===== src/hdl/btr_pkg.sv =====
// Shared types and constants of the block transfer reassembler.
`default_nettype none
package btr_pkg;

   localparam int unsigned WORD_W     = 16;
   localparam int unsigned BYTE_W     = 8;
   localparam int unsigned NUM_WORDS  = 7;
   localparam int unsigned CSR_IDX_W  = 2;

   typedef logic [CSR_IDX_W-1:0] csr_idx_type;

   localparam csr_idx_type CSR_INIT_CODE = 2'd0;
   localparam csr_idx_type CSR_CONT_CODE = 2'd1;
   localparam csr_idx_type CSR_CAPACITY  = 2'd2;

   localparam logic [WORD_W-1:0] INIT_CODE_RST = 16'hBBBB;
   localparam logic [WORD_W-1:0] CONT_CODE_RST = 16'h8888;
   localparam logic [WORD_W-1:0] CAPACITY_RST  = 16'hFFFF;

   // controller to datapath
   typedef struct packed {
      logic capture;
      logic open_block;
      logic clear_index;
      logic emit_byte;
      logic emit_done;
   } btr_cmd_type;

   // datapath to controller
   typedef struct packed {
      logic is_init;
      logic is_cont_open;
      logic at_len;
      logic at_cap;
      logic slot_free;
      logic byte_last;
   } btr_status_type;

endpackage
`default_nettype wire


===== src/hdl/btr_if.sv =====
// Channel interfaces: packet input, byte write output and register write port.
`default_nettype none
interface btr_req_if;
   logic        valid;
   logic        ready;
   logic [15:0] command;
   logic [15:0] word1;
   logic [15:0] word2;
   logic [15:0] word3;
   logic [15:0] word4;
   logic [15:0] word5;
   logic [15:0] word6;
   logic [15:0] word7;

   modport source (output valid, command, word1, word2, word3, word4, word5, word6, word7,
                   input ready);
   modport sink   (input valid, command, word1, word2, word3, word4, word5, word6, word7,
                   output ready);
endinterface

interface btr_rsp_if;
   logic        valid;
   logic        ready;
   logic        write_enable;
   logic [15:0] write_address;
   logic [7:0]  write_data;
   logic        block_done;
   logic        last;

   modport source (output valid, write_enable, write_address, write_data, block_done, last,
                   input ready);
   modport sink   (input valid, write_enable, write_address, write_data, block_done, last,
                   output ready);
endinterface

interface btr_csr_if;
   logic        valid;
   logic        ready;
   logic [1:0]  index;
   logic [15:0] data;

   modport source (output valid, index, data, input ready);
   modport sink   (input valid, index, data, output ready);
endinterface
`default_nettype wire


===== src/hdl/btr_ctrl.sv =====
// Controller state machine: packet decode and per-byte sequencing.
`default_nettype none
module btr_ctrl
   import btr_pkg::*;
(
   input  wire logic           clock,
   input  wire logic           reset,
   input  wire logic           req_valid,
   output logic                req_ready,
   input  wire btr_status_type status,
   output btr_cmd_type         cmd
);

   typedef enum logic [3:0] {
      ST_IDLE  = 4'b0001,
      ST_CHECK = 4'b0010,
      ST_EMIT  = 4'b0100,
      ST_DONE  = 4'b1000
   } state_type;

   state_type state_ff, state_in;

   always_comb begin
      state_in  = state_ff;
      cmd       = '0;
      req_ready = 1'b0;
      unique case (state_ff)
         ST_IDLE: begin
            req_ready = 1'b1;
            if (req_valid) begin
               cmd.capture = 1'b1;
               state_in    = ST_CHECK;
            end
         end
         ST_CHECK: begin
            if (status.is_init) begin
               cmd.open_block = 1'b1;
               state_in       = ST_IDLE;
            end else if (status.is_cont_open) begin
               if (status.at_len) begin
                  state_in = ST_DONE;
               end else if (status.at_cap) begin
                  state_in = ST_IDLE;
               end else begin
                  cmd.clear_index = 1'b1;
                  state_in        = ST_EMIT;
               end
            end else begin
               state_in = ST_IDLE;
            end
         end
         ST_EMIT: begin
            if (status.slot_free) begin
               cmd.emit_byte = 1'b1;
               if (status.byte_last) begin
                  state_in = ST_IDLE;
               end
            end
         end
         ST_DONE: begin
            if (status.slot_free) begin
               cmd.emit_done = 1'b1;
               state_in      = ST_IDLE;
            end
         end
         default: begin
            state_in = ST_IDLE;
         end
      endcase
   end

   always_ff @(posedge clock) begin
      if (reset) begin
         state_ff <= ST_IDLE;
      end else begin
         state_ff <= state_in;
      end
   end

endmodule
`default_nettype wire


===== src/hdl/btr_datapath.sv =====
// Datapath: registers, packet store, byte counter, byte select and result register.
`default_nettype none
module btr_datapath
   import btr_pkg::*;
#(
   parameter int unsigned PAYLOAD_BYTES = 14
) (
   input  wire logic                clock,
   input  wire logic                reset,
   input  wire btr_cmd_type         cmd,
   output btr_status_type           status,
   input  wire logic                csr_valid,
   input  wire csr_idx_type         csr_index,
   input  wire logic [WORD_W-1:0]   csr_data,
   input  wire logic [WORD_W-1:0]   req_command,
   input  wire logic [WORD_W-1:0]   req_words [NUM_WORDS],
   output logic                     rsp_valid,
   input  wire logic                rsp_ready,
   output logic                     rsp_write_enable,
   output logic [WORD_W-1:0]        rsp_write_address,
   output logic [BYTE_W-1:0]        rsp_write_data,
   output logic                     rsp_block_done,
   output logic                     rsp_last
);

   localparam int unsigned IDX_W = $clog2(PAYLOAD_BYTES);

   logic [WORD_W-1:0] init_code_ff, cont_code_ff, capacity_ff;
   logic [WORD_W-1:0] command_ff;
   logic [WORD_W-1:0] words_ff [NUM_WORDS];
   logic [WORD_W-1:0] len_ff, cnt_ff;
   logic              in_block_ff;
   logic [IDX_W-1:0]  idx_ff;

   logic              valid_ff;
   logic              we_ff, done_ff, last_ff;
   logic [WORD_W-1:0] addr_ff;
   logic [BYTE_W-1:0] data_ff;

   logic [BYTE_W-1:0] byte_vec [PAYLOAD_BYTES];
   logic [WORD_W:0]   cnt_inc;
   logic              reach_len, reach_cap, idx_last;

   for (genvar j = 0; j < PAYLOAD_BYTES; j++) begin : g_bytes
      assign byte_vec[j] = words_ff[j / 2][(j % 2) * BYTE_W +: BYTE_W];
   end

   assign cnt_inc   = {1'b0, cnt_ff} + {{WORD_W{1'b0}}, 1'b1};
   assign reach_len = cnt_inc >= {1'b0, len_ff};
   assign reach_cap = cnt_inc >= {1'b0, capacity_ff};
   assign idx_last  = idx_ff == IDX_W'(PAYLOAD_BYTES - 1);

   always_comb begin
      status.is_init      = command_ff == init_code_ff;
      status.is_cont_open = (command_ff == cont_code_ff) && in_block_ff;
      status.at_len       = cnt_ff >= len_ff;
      status.at_cap       = cnt_ff >= capacity_ff;
      status.slot_free    = !valid_ff || rsp_ready;
      status.byte_last    = idx_last || reach_len || reach_cap;
   end

   // configuration registers
   always_ff @(posedge clock) begin
      if (reset) begin
         init_code_ff <= INIT_CODE_RST;
         cont_code_ff <= CONT_CODE_RST;
         capacity_ff  <= CAPACITY_RST;
      end else if (csr_valid) begin
         unique case (csr_index)
            CSR_INIT_CODE: init_code_ff <= csr_data;
            CSR_CONT_CODE: cont_code_ff <= csr_data;
            CSR_CAPACITY:  capacity_ff  <= csr_data;
            default: begin
            end
         endcase
      end
   end

   // packet store
   always_ff @(posedge clock) begin
      if (cmd.capture) begin
         command_ff <= req_command;
         words_ff   <= req_words;
      end
   end

   // block state
   always_ff @(posedge clock) begin
      if (reset) begin
         in_block_ff <= 1'b0;
         len_ff      <= '0;
         cnt_ff      <= '0;
         idx_ff      <= '0;
      end else begin
         if (cmd.open_block) begin
            in_block_ff <= 1'b1;
            len_ff      <= words_ff[0];
            cnt_ff      <= '0;
         end
         if (cmd.clear_index) begin
            idx_ff <= '0;
         end
         if (cmd.emit_byte) begin
            cnt_ff <= cnt_inc[WORD_W-1:0];
            idx_ff <= idx_ff + IDX_W'(1);
            if (reach_len) begin
               in_block_ff <= 1'b0;
            end
         end
         if (cmd.emit_done) begin
            in_block_ff <= 1'b0;
         end
      end
   end

   // result register
   always_ff @(posedge clock) begin
      if (reset) begin
         valid_ff <= 1'b0;
      end else if (cmd.emit_byte || cmd.emit_done) begin
         valid_ff <= 1'b1;
      end else if (rsp_ready) begin
         valid_ff <= 1'b0;
      end
   end

   always_ff @(posedge clock) begin
      if (cmd.emit_byte) begin
         we_ff   <= 1'b1;
         addr_ff <= cnt_ff;
         data_ff <= byte_vec[idx_ff];
         done_ff <= reach_len;
         last_ff <= idx_last || reach_len || reach_cap;
      end else if (cmd.emit_done) begin
         we_ff   <= 1'b0;
         addr_ff <= '0;
         data_ff <= '0;
         done_ff <= 1'b1;
         last_ff <= 1'b1;
      end
   end

   assign rsp_valid         = valid_ff;
   assign rsp_write_enable  = we_ff;
   assign rsp_write_address = addr_ff;
   assign rsp_write_data    = data_ff;
   assign rsp_block_done    = done_ff;
   assign rsp_last          = last_ff;

endmodule
`default_nettype wire


===== src/hdl/block_transfer_reassembler_unit.sv =====
// Top level of the block transfer reassembler (receiver half).
// Each item is one eight-word link packet. An init packet (command equal to the
// init_code register) stores word1 as the declared block length, clears the byte
// count and opens a block; it gives no result. A continuation packet (command
// equal to cont_code) in an open block gives one byte write per payload byte, low
// byte of word1 first, at the running byte count, until the count reaches the
// declared length or the capacity register. The final result of a packet has last
// set, and block_done too when the block completed; a packet that completes the
// block without writing gives a single result with write_enable low. Any other
// packet is dropped. A packet is captured, then checked, then its results go out
// through the single byte lane that fills the result register one byte a cycle
// while the result slot is free; the next packet is taken once the last result of
// the current one is in the result register. Registers are written through the
// csr channel, which is always ready.
`default_nettype none
module block_transfer_reassembler_unit
   import btr_pkg::*;
#(
   parameter int unsigned PAYLOAD_BYTES = 14
) (
   input  wire logic clock,
   input  wire logic reset,
   btr_req_if.sink   req_ch,
   btr_rsp_if.source rsp_ch,
   btr_csr_if.sink   csr_ch
);

   btr_cmd_type       cmd;
   btr_status_type    status;
   logic [WORD_W-1:0] req_words [NUM_WORDS];

   assign req_words[0] = req_ch.word1;
   assign req_words[1] = req_ch.word2;
   assign req_words[2] = req_ch.word3;
   assign req_words[3] = req_ch.word4;
   assign req_words[4] = req_ch.word5;
   assign req_words[5] = req_ch.word6;
   assign req_words[6] = req_ch.word7;

   assign csr_ch.ready = 1'b1;

   btr_ctrl u_ctrl (
      .clock     (clock),
      .reset     (reset),
      .req_valid (req_ch.valid),
      .req_ready (req_ch.ready),
      .status    (status),
      .cmd       (cmd)
   );

   btr_datapath #(
      .PAYLOAD_BYTES (PAYLOAD_BYTES)
   ) u_datapath (
      .clock             (clock),
      .reset             (reset),
      .cmd               (cmd),
      .status            (status),
      .csr_valid         (csr_ch.valid),
      .csr_index         (csr_ch.index),
      .csr_data          (csr_ch.data),
      .req_command       (req_ch.command),
      .req_words         (req_words),
      .rsp_valid         (rsp_ch.valid),
      .rsp_ready         (rsp_ch.ready),
      .rsp_write_enable  (rsp_ch.write_enable),
      .rsp_write_address (rsp_ch.write_address),
      .rsp_write_data    (rsp_ch.write_data),
      .rsp_block_done    (rsp_ch.block_done),
      .rsp_last          (rsp_ch.last)
   );

   a_nowrite_is_done: assert property (@(posedge clock) disable iff (reset)
      (rsp_ch.valid && !rsp_ch.write_enable) |->
         (rsp_ch.block_done && rsp_ch.last && rsp_ch.write_address == '0))
      else $error("result without write is not a bare completion");

   a_done_is_last: assert property (@(posedge clock) disable iff (reset)
      (rsp_ch.valid && rsp_ch.block_done) |-> rsp_ch.last)
      else $error("block_done on a result that is not last");

   a_busy_mid_packet: assert property (@(posedge clock) disable iff (reset)
      (rsp_ch.valid && !rsp_ch.last) |-> !req_ch.ready)
      else $error("new item taken before packet finished");

endmodule
`default_nettype wire


===== src/flat_wrapper.sv =====
// flat-port wrapper written by rule: the top's interface ports become plain ports
module block_transfer_reassembler_unit_flat import btr_pkg::*;
#(
   parameter int unsigned PAYLOAD_BYTES = 14
)
  (clock, reset, req_ch_valid, req_ch_command, req_ch_word1, req_ch_word2, req_ch_word3, req_ch_word4, req_ch_word5, req_ch_word6, req_ch_word7, req_ch_ready, rsp_ch_valid, rsp_ch_write_enable, rsp_ch_write_address, rsp_ch_write_data, rsp_ch_block_done, rsp_ch_last, rsp_ch_ready, csr_ch_valid, csr_ch_index, csr_ch_data, csr_ch_ready);
  btr_req_if req_ch_i ();
  btr_rsp_if rsp_ch_i ();
  btr_csr_if csr_ch_i ();
  input  wire logic clock;
  input  wire logic reset;
  input wire logic [$bits(req_ch_i.valid)-1:0] req_ch_valid;
  input wire logic [$bits(req_ch_i.command)-1:0] req_ch_command;
  input wire logic [$bits(req_ch_i.word1)-1:0] req_ch_word1;
  input wire logic [$bits(req_ch_i.word2)-1:0] req_ch_word2;
  input wire logic [$bits(req_ch_i.word3)-1:0] req_ch_word3;
  input wire logic [$bits(req_ch_i.word4)-1:0] req_ch_word4;
  input wire logic [$bits(req_ch_i.word5)-1:0] req_ch_word5;
  input wire logic [$bits(req_ch_i.word6)-1:0] req_ch_word6;
  input wire logic [$bits(req_ch_i.word7)-1:0] req_ch_word7;
  output wire logic [$bits(req_ch_i.ready)-1:0] req_ch_ready;
  output wire logic [$bits(rsp_ch_i.valid)-1:0] rsp_ch_valid;
  output wire logic [$bits(rsp_ch_i.write_enable)-1:0] rsp_ch_write_enable;
  output wire logic [$bits(rsp_ch_i.write_address)-1:0] rsp_ch_write_address;
  output wire logic [$bits(rsp_ch_i.write_data)-1:0] rsp_ch_write_data;
  output wire logic [$bits(rsp_ch_i.block_done)-1:0] rsp_ch_block_done;
  output wire logic [$bits(rsp_ch_i.last)-1:0] rsp_ch_last;
  input wire logic [$bits(rsp_ch_i.ready)-1:0] rsp_ch_ready;
  input wire logic [$bits(csr_ch_i.valid)-1:0] csr_ch_valid;
  input wire logic [$bits(csr_ch_i.index)-1:0] csr_ch_index;
  input wire logic [$bits(csr_ch_i.data)-1:0] csr_ch_data;
  output wire logic [$bits(csr_ch_i.ready)-1:0] csr_ch_ready;
  assign req_ch_i.valid = req_ch_valid;
  assign req_ch_i.command = req_ch_command;
  assign req_ch_i.word1 = req_ch_word1;
  assign req_ch_i.word2 = req_ch_word2;
  assign req_ch_i.word3 = req_ch_word3;
  assign req_ch_i.word4 = req_ch_word4;
  assign req_ch_i.word5 = req_ch_word5;
  assign req_ch_i.word6 = req_ch_word6;
  assign req_ch_i.word7 = req_ch_word7;
  assign req_ch_ready = req_ch_i.ready;
  assign rsp_ch_valid = rsp_ch_i.valid;
  assign rsp_ch_write_enable = rsp_ch_i.write_enable;
  assign rsp_ch_write_address = rsp_ch_i.write_address;
  assign rsp_ch_write_data = rsp_ch_i.write_data;
  assign rsp_ch_block_done = rsp_ch_i.block_done;
  assign rsp_ch_last = rsp_ch_i.last;
  assign rsp_ch_i.ready = rsp_ch_ready;
  assign csr_ch_i.valid = csr_ch_valid;
  assign csr_ch_i.index = csr_ch_index;
  assign csr_ch_i.data = csr_ch_data;
  assign csr_ch_ready = csr_ch_i.ready;
  block_transfer_reassembler_unit #(.PAYLOAD_BYTES(PAYLOAD_BYTES)) u_core (.clock(clock), .reset(reset), .req_ch(req_ch_i), .rsp_ch(rsp_ch_i), .csr_ch(csr_ch_i));
endmodule

===== config.mk =====
export PLATFORM = sky130hd
export DESIGN_NAME = block_transfer_reassembler_unit_flat
export DESIGN_NICKNAME = d
export VERILOG_FILES = /design/src/hdl/btr_pkg.sv /design/src/hdl/btr_if.sv /design/src/hdl/btr_ctrl.sv /design/src/hdl/btr_datapath.sv /design/src/hdl/block_transfer_reassembler_unit.sv /design/src/flat_wrapper.sv
export SDC_FILE = /design/constraint.sdc
export NUM_CORES = 1
export LEC_CHECK = 0
export BUFFER_PORTS_ARGS = -buffer_cell sky130_fd_sc_hd__buf_2
export CAP_MARGIN = 30
export CORE_MARGIN = 5
export CORE_UTILIZATION = 57
export DETAILED_ROUTE_END_ITERATION = 12
export GPL_ROUTABILITY_DRIVEN = 0
export PLACE_DENSITY = 0.86
export SYNTH_ARGS = -nofsm -noshare
export SYNTH_HDL_FRONTEND = slang
export SYNTH_HIERARCHICAL = 1
export SYNTH_SLANG_ARGS = --single-unit

===== constraint.sdc =====
create_clock -name clock -period 5.7 [get_ports clock]
set_input_delay 0.285 -clock clock [delete_from_list [all_inputs] [get_ports clock]]
set_output_delay 0.285 -clock clock [all_outputs]
set_load 0.01 [all_outputs]

==> summary.md <==
| Metric | Value |
|---|---|
| Status | finished, final reports clean |
| Post-synth EDFFs | 154 |
| Starting density of the core | 0.5773 |
| Worst relative slew slack | 0.4245 |
| Worst-Margin Slew | around 0.86 ns |
| Worst setup path category | flop to flop |
| CTS clk-pin slew, worst paths | 0.06 ns |
| Core footprint | 19460 um2 |
| DRT iter0 DRCs | about 740 |
| Async SR Flop Fraction | 0 |
| Hold Slack | 0.006660 ns |
| Critical-path top delay cell | dfxtp_1 |
| Worst min-delay path class | input pin to flop |
| # rows | 51 |
| Die height | roughly 150 um |
| Synthesis-to-layout area growth | 28.58% |
| CP top delay family | simple AND/OR/NAND/NOR gates |
| Post-Syn Area | about 11000 um2 |
| Switching Share | 0.2336 |
| P_int | 0.003013 W |
| Die Area | roughly 23000 um2 |
| Placed insts | 1294 |
| Seq pwr share | 0.526 |
| Net Switching | about 0.00092 W |
| Combinational cell fraction of total power | 0.088 |
| Synth cell types | 55 |
| Synth cell count leaders | 154 x edfxtp_1, 91 x dfxtp_1, 76 x nor2_1, 67 x ha_1, 62 x nand2_1 |
| Largest net degree at the start of global routing | 77 |
| Top-count cell post-synth | edfxtp_1 |
| Number of global-route vias before repair | ~9100 |
| Area leader, netlist | edfxtp_1 |
| Sequential share of the synthesized area | 0.5737 |
| Period utilization | 0.6630 |
| Crit path top cell by count | nand3_1 |
| Hold Vio Cnt, Final | 0 |
| Initial antenna violation count | 3 |
| Critical path buffers and inverters | 0 |
| Layout cell share with drive strength beyond 1 | 0.2209 |
| CP max FO | 8 |
| Max clock buf depth | 3 |
| RSZ-0062 raised after global routing | no |
| Hold buffer count at cts | between 100 and 150 |
| Inserted Clock Buffers | 25 |
| Final cell count without fillers | 1473 |
| Critical path, cell by cell | ha_1, nand3_1, nor2_1, nand3_1, xnor2_1, ha_1, a21o_1, a21o_1, a221o_1, nor3_1, nand3_1, a21boi_2, o41ai_2 |
| PostCTS Resize Cnt | 0 |
| Ports | 181 |
| DR pass1 iterations | 5 |
| Total gr overflow | 0 |
| Tot Pwr | 0.003931 W |
| Die W | between 150 and 200 um |
| CP required | 6.10 ns |
| Routed len/inst | 22.10 um |
| Total Routed Length | about 33000 um |
| Clock root buffer | clkbuf_16 |
| Main synth FF type | edfxtp_1 |
| H-tree levels | 1 |
| Cell count after synthesis | 881 |
| Max cap viols | 0 |
| Final setup viols | 0 |
| Gr usage total | 0.2896 |
| CP Data Arrival Time | 4.18 ns |
| First-pass GRT wire length | 49940 um |
| Worst-Skew Late Latency | around 0.53 ns |
| Clock Power Share | 0.386 |
| Top cell type's share of synthesized area | 0.4116 |
| Fmax | about 0.26 GHz |
| Element type at the critical path end | flop |
| DR vias | 8533 |
| Power Dens Cells | 272.1 nW/um2 |
| Max Slew Vio Count | 0 |
| Mapped Avg Cell Area | 12.75 um2 |
| Vias per inst | 5.793 |
| Post-Syn Nets | 1099 |
| CTS tree | built |
| DPL Wire Length | 18600 um |
| Syn. warnings | 6 |
| Yosys reg bits | 245 |
| I/O Buffers | 179 |
| Skew final | 0.01158 ns |
| Critical Path Start Type | flop |
| Drc violations | 0 |
| Postcts setup bufs | 0 |
| Area contributors post-synth | edfxtp_1 41%, dfxtp_1 16%, ha_1 7.5% |
| Clock sinks | 245 |
| Largest stage delay, worst path | 0.46 ns |
| Leak Pwr | around 5.8 nW |
| Setup total negative slack | 0 ns |
| Nets | 1405 |
| Final ANT Viol Nets | 0 |
| Max VDD drop | about 0.31 mV |
| Crit path time final | 3.779 ns |
## layer usage
metal  part of all wire  vias up  track usage
met5            0.00040        -            0
met3              0.069       96      0.05479
met4              0.055        2       0.1491
met1               0.36     4138       0.3345
met2               0.51      430       0.5122
li1                   -     3867            -
## logic make-up after synthesis
group,count (synthesis),synth area share
mux,73,0.1007
buf+inv,80,0.02918
fa+ha+maj,67,0.07461
flops,245,0.5737
xor+xnor,46,0.03586
simple gates,255,0.1166
compound gates,114,0.06904
other cells,1,0.0003338
## power by group through the flow
stage	registers (W)	logic, W	clock network [W]
floorplan	0.00209	0.000149	0
global placement	0.00209	0.000245	0
detailed placement	0.00209	0.000254	0
CTS	0.00206	0.000326	0.00150
global route	0.00207	0.000368	0.00161
finish	0.00207	0.000345	0.00152
## layout by cell type (no fill, tap or decap), types with 25 or more instances in the layout
master | Yosys | final
clkbuf_16 | 0 | 25
mux2i_1 | 41 | 41
a21oi_1 | 42 | 42
dlygate4sd3_1 | 0 | 131
edfxtp_1 | 154 | 154
mux4_2 | 32 | 32
xnor2_1 | 36 | 36
nand2_1 | 62 | 62
nor2_1 | 76 | 76
and2_1 | 27 | 25
buf_2 | 4 | 179
inv_1 | 39 | 39
ha_1 | 67 | 67
dfxtp_1 | 91 | 90
## sequential cells by signal, indices dropped and copies added (netlist names)
register,count
u_core/u_datapath/capacity_ff,16
u_core/u_datapath/rsp_write_address,16
u_core/u_datapath/rsp_valid,1
u_core/u_datapath/rsp_last,1
u_core/u_datapath/len_ff,16
u_core/u_datapath/cnt_ff,16
u_core/u_datapath/rsp_write_enable,1
u_core/u_datapath/command_ff,16
u_core/u_datapath/init_code_ff,16
u_core/u_datapath/rsp_block_done,1
u_core/u_datapath/in_block_ff,1
u_core/u_datapath/byte_vec,112
u_core/u_datapath/cont_code_ff,16
u_core/u_ctrl/state_ff,4
u_core/u_datapath/idx_ff,4
u_core/u_datapath/rsp_write_data,8
## path summary, 6_finish.rpt
check / end / slack (ns) / startpoint / cells after the start
worst min-delay path: u_core/u_datapath/capacity_ff[9]$_SDFFE_PP1P_ / 0.007 / csr_ch_data[9] / 2
worst max-delay path: u_core/u_ctrl/state_ff[0]$_SDFFE_PP1P_ / 1.92 / u_core/u_datapath/cnt_ff[0]$_SDFFE_PP0P_ / 13
worst max register to register: u_core/u_ctrl/state_ff[0]$_SDFFE_PP1P_ / 1.92 / u_core/u_datapath/cnt_ff[0]$_SDFFE_PP0P_ / 13
worst min register to register: u_core/u_datapath/rsp_write_enable$_SDFFE_PP1P_ / 0.47 / u_core/u_datapath/rsp_write_enable$_SDFFE_PP1P_ / 2
## final cells by class
class | count | area, um2
clock inverters | 10 | 60.06
repair buffers | 320 | 2310
well taps | 265 | 331.6
fillers | 1156 | 5016
multi-input cells | 556 | 4471
flip-flops and latches | 245 | 6447
diodes | 4 | 10.01
clock buffers | 34 | 670.6
inverters | 39 | 146.4
## metrics by stage
step | worst slack (ns) | utilization | instance area, um2
after floorplan | 1.343 | - | 11240
after global placement | 2.185 | 0.6347 | 12350
after detailed placement | 2.012 | 0.6368 | 12390
after CTS | 2.010 | 0.7418 | 14440
after global routing | 1.535 | 0.7420 | 14440
final | 1.921 | 0.7423 | 14450
Note: power is estimated with default switching activity, not from simulation.
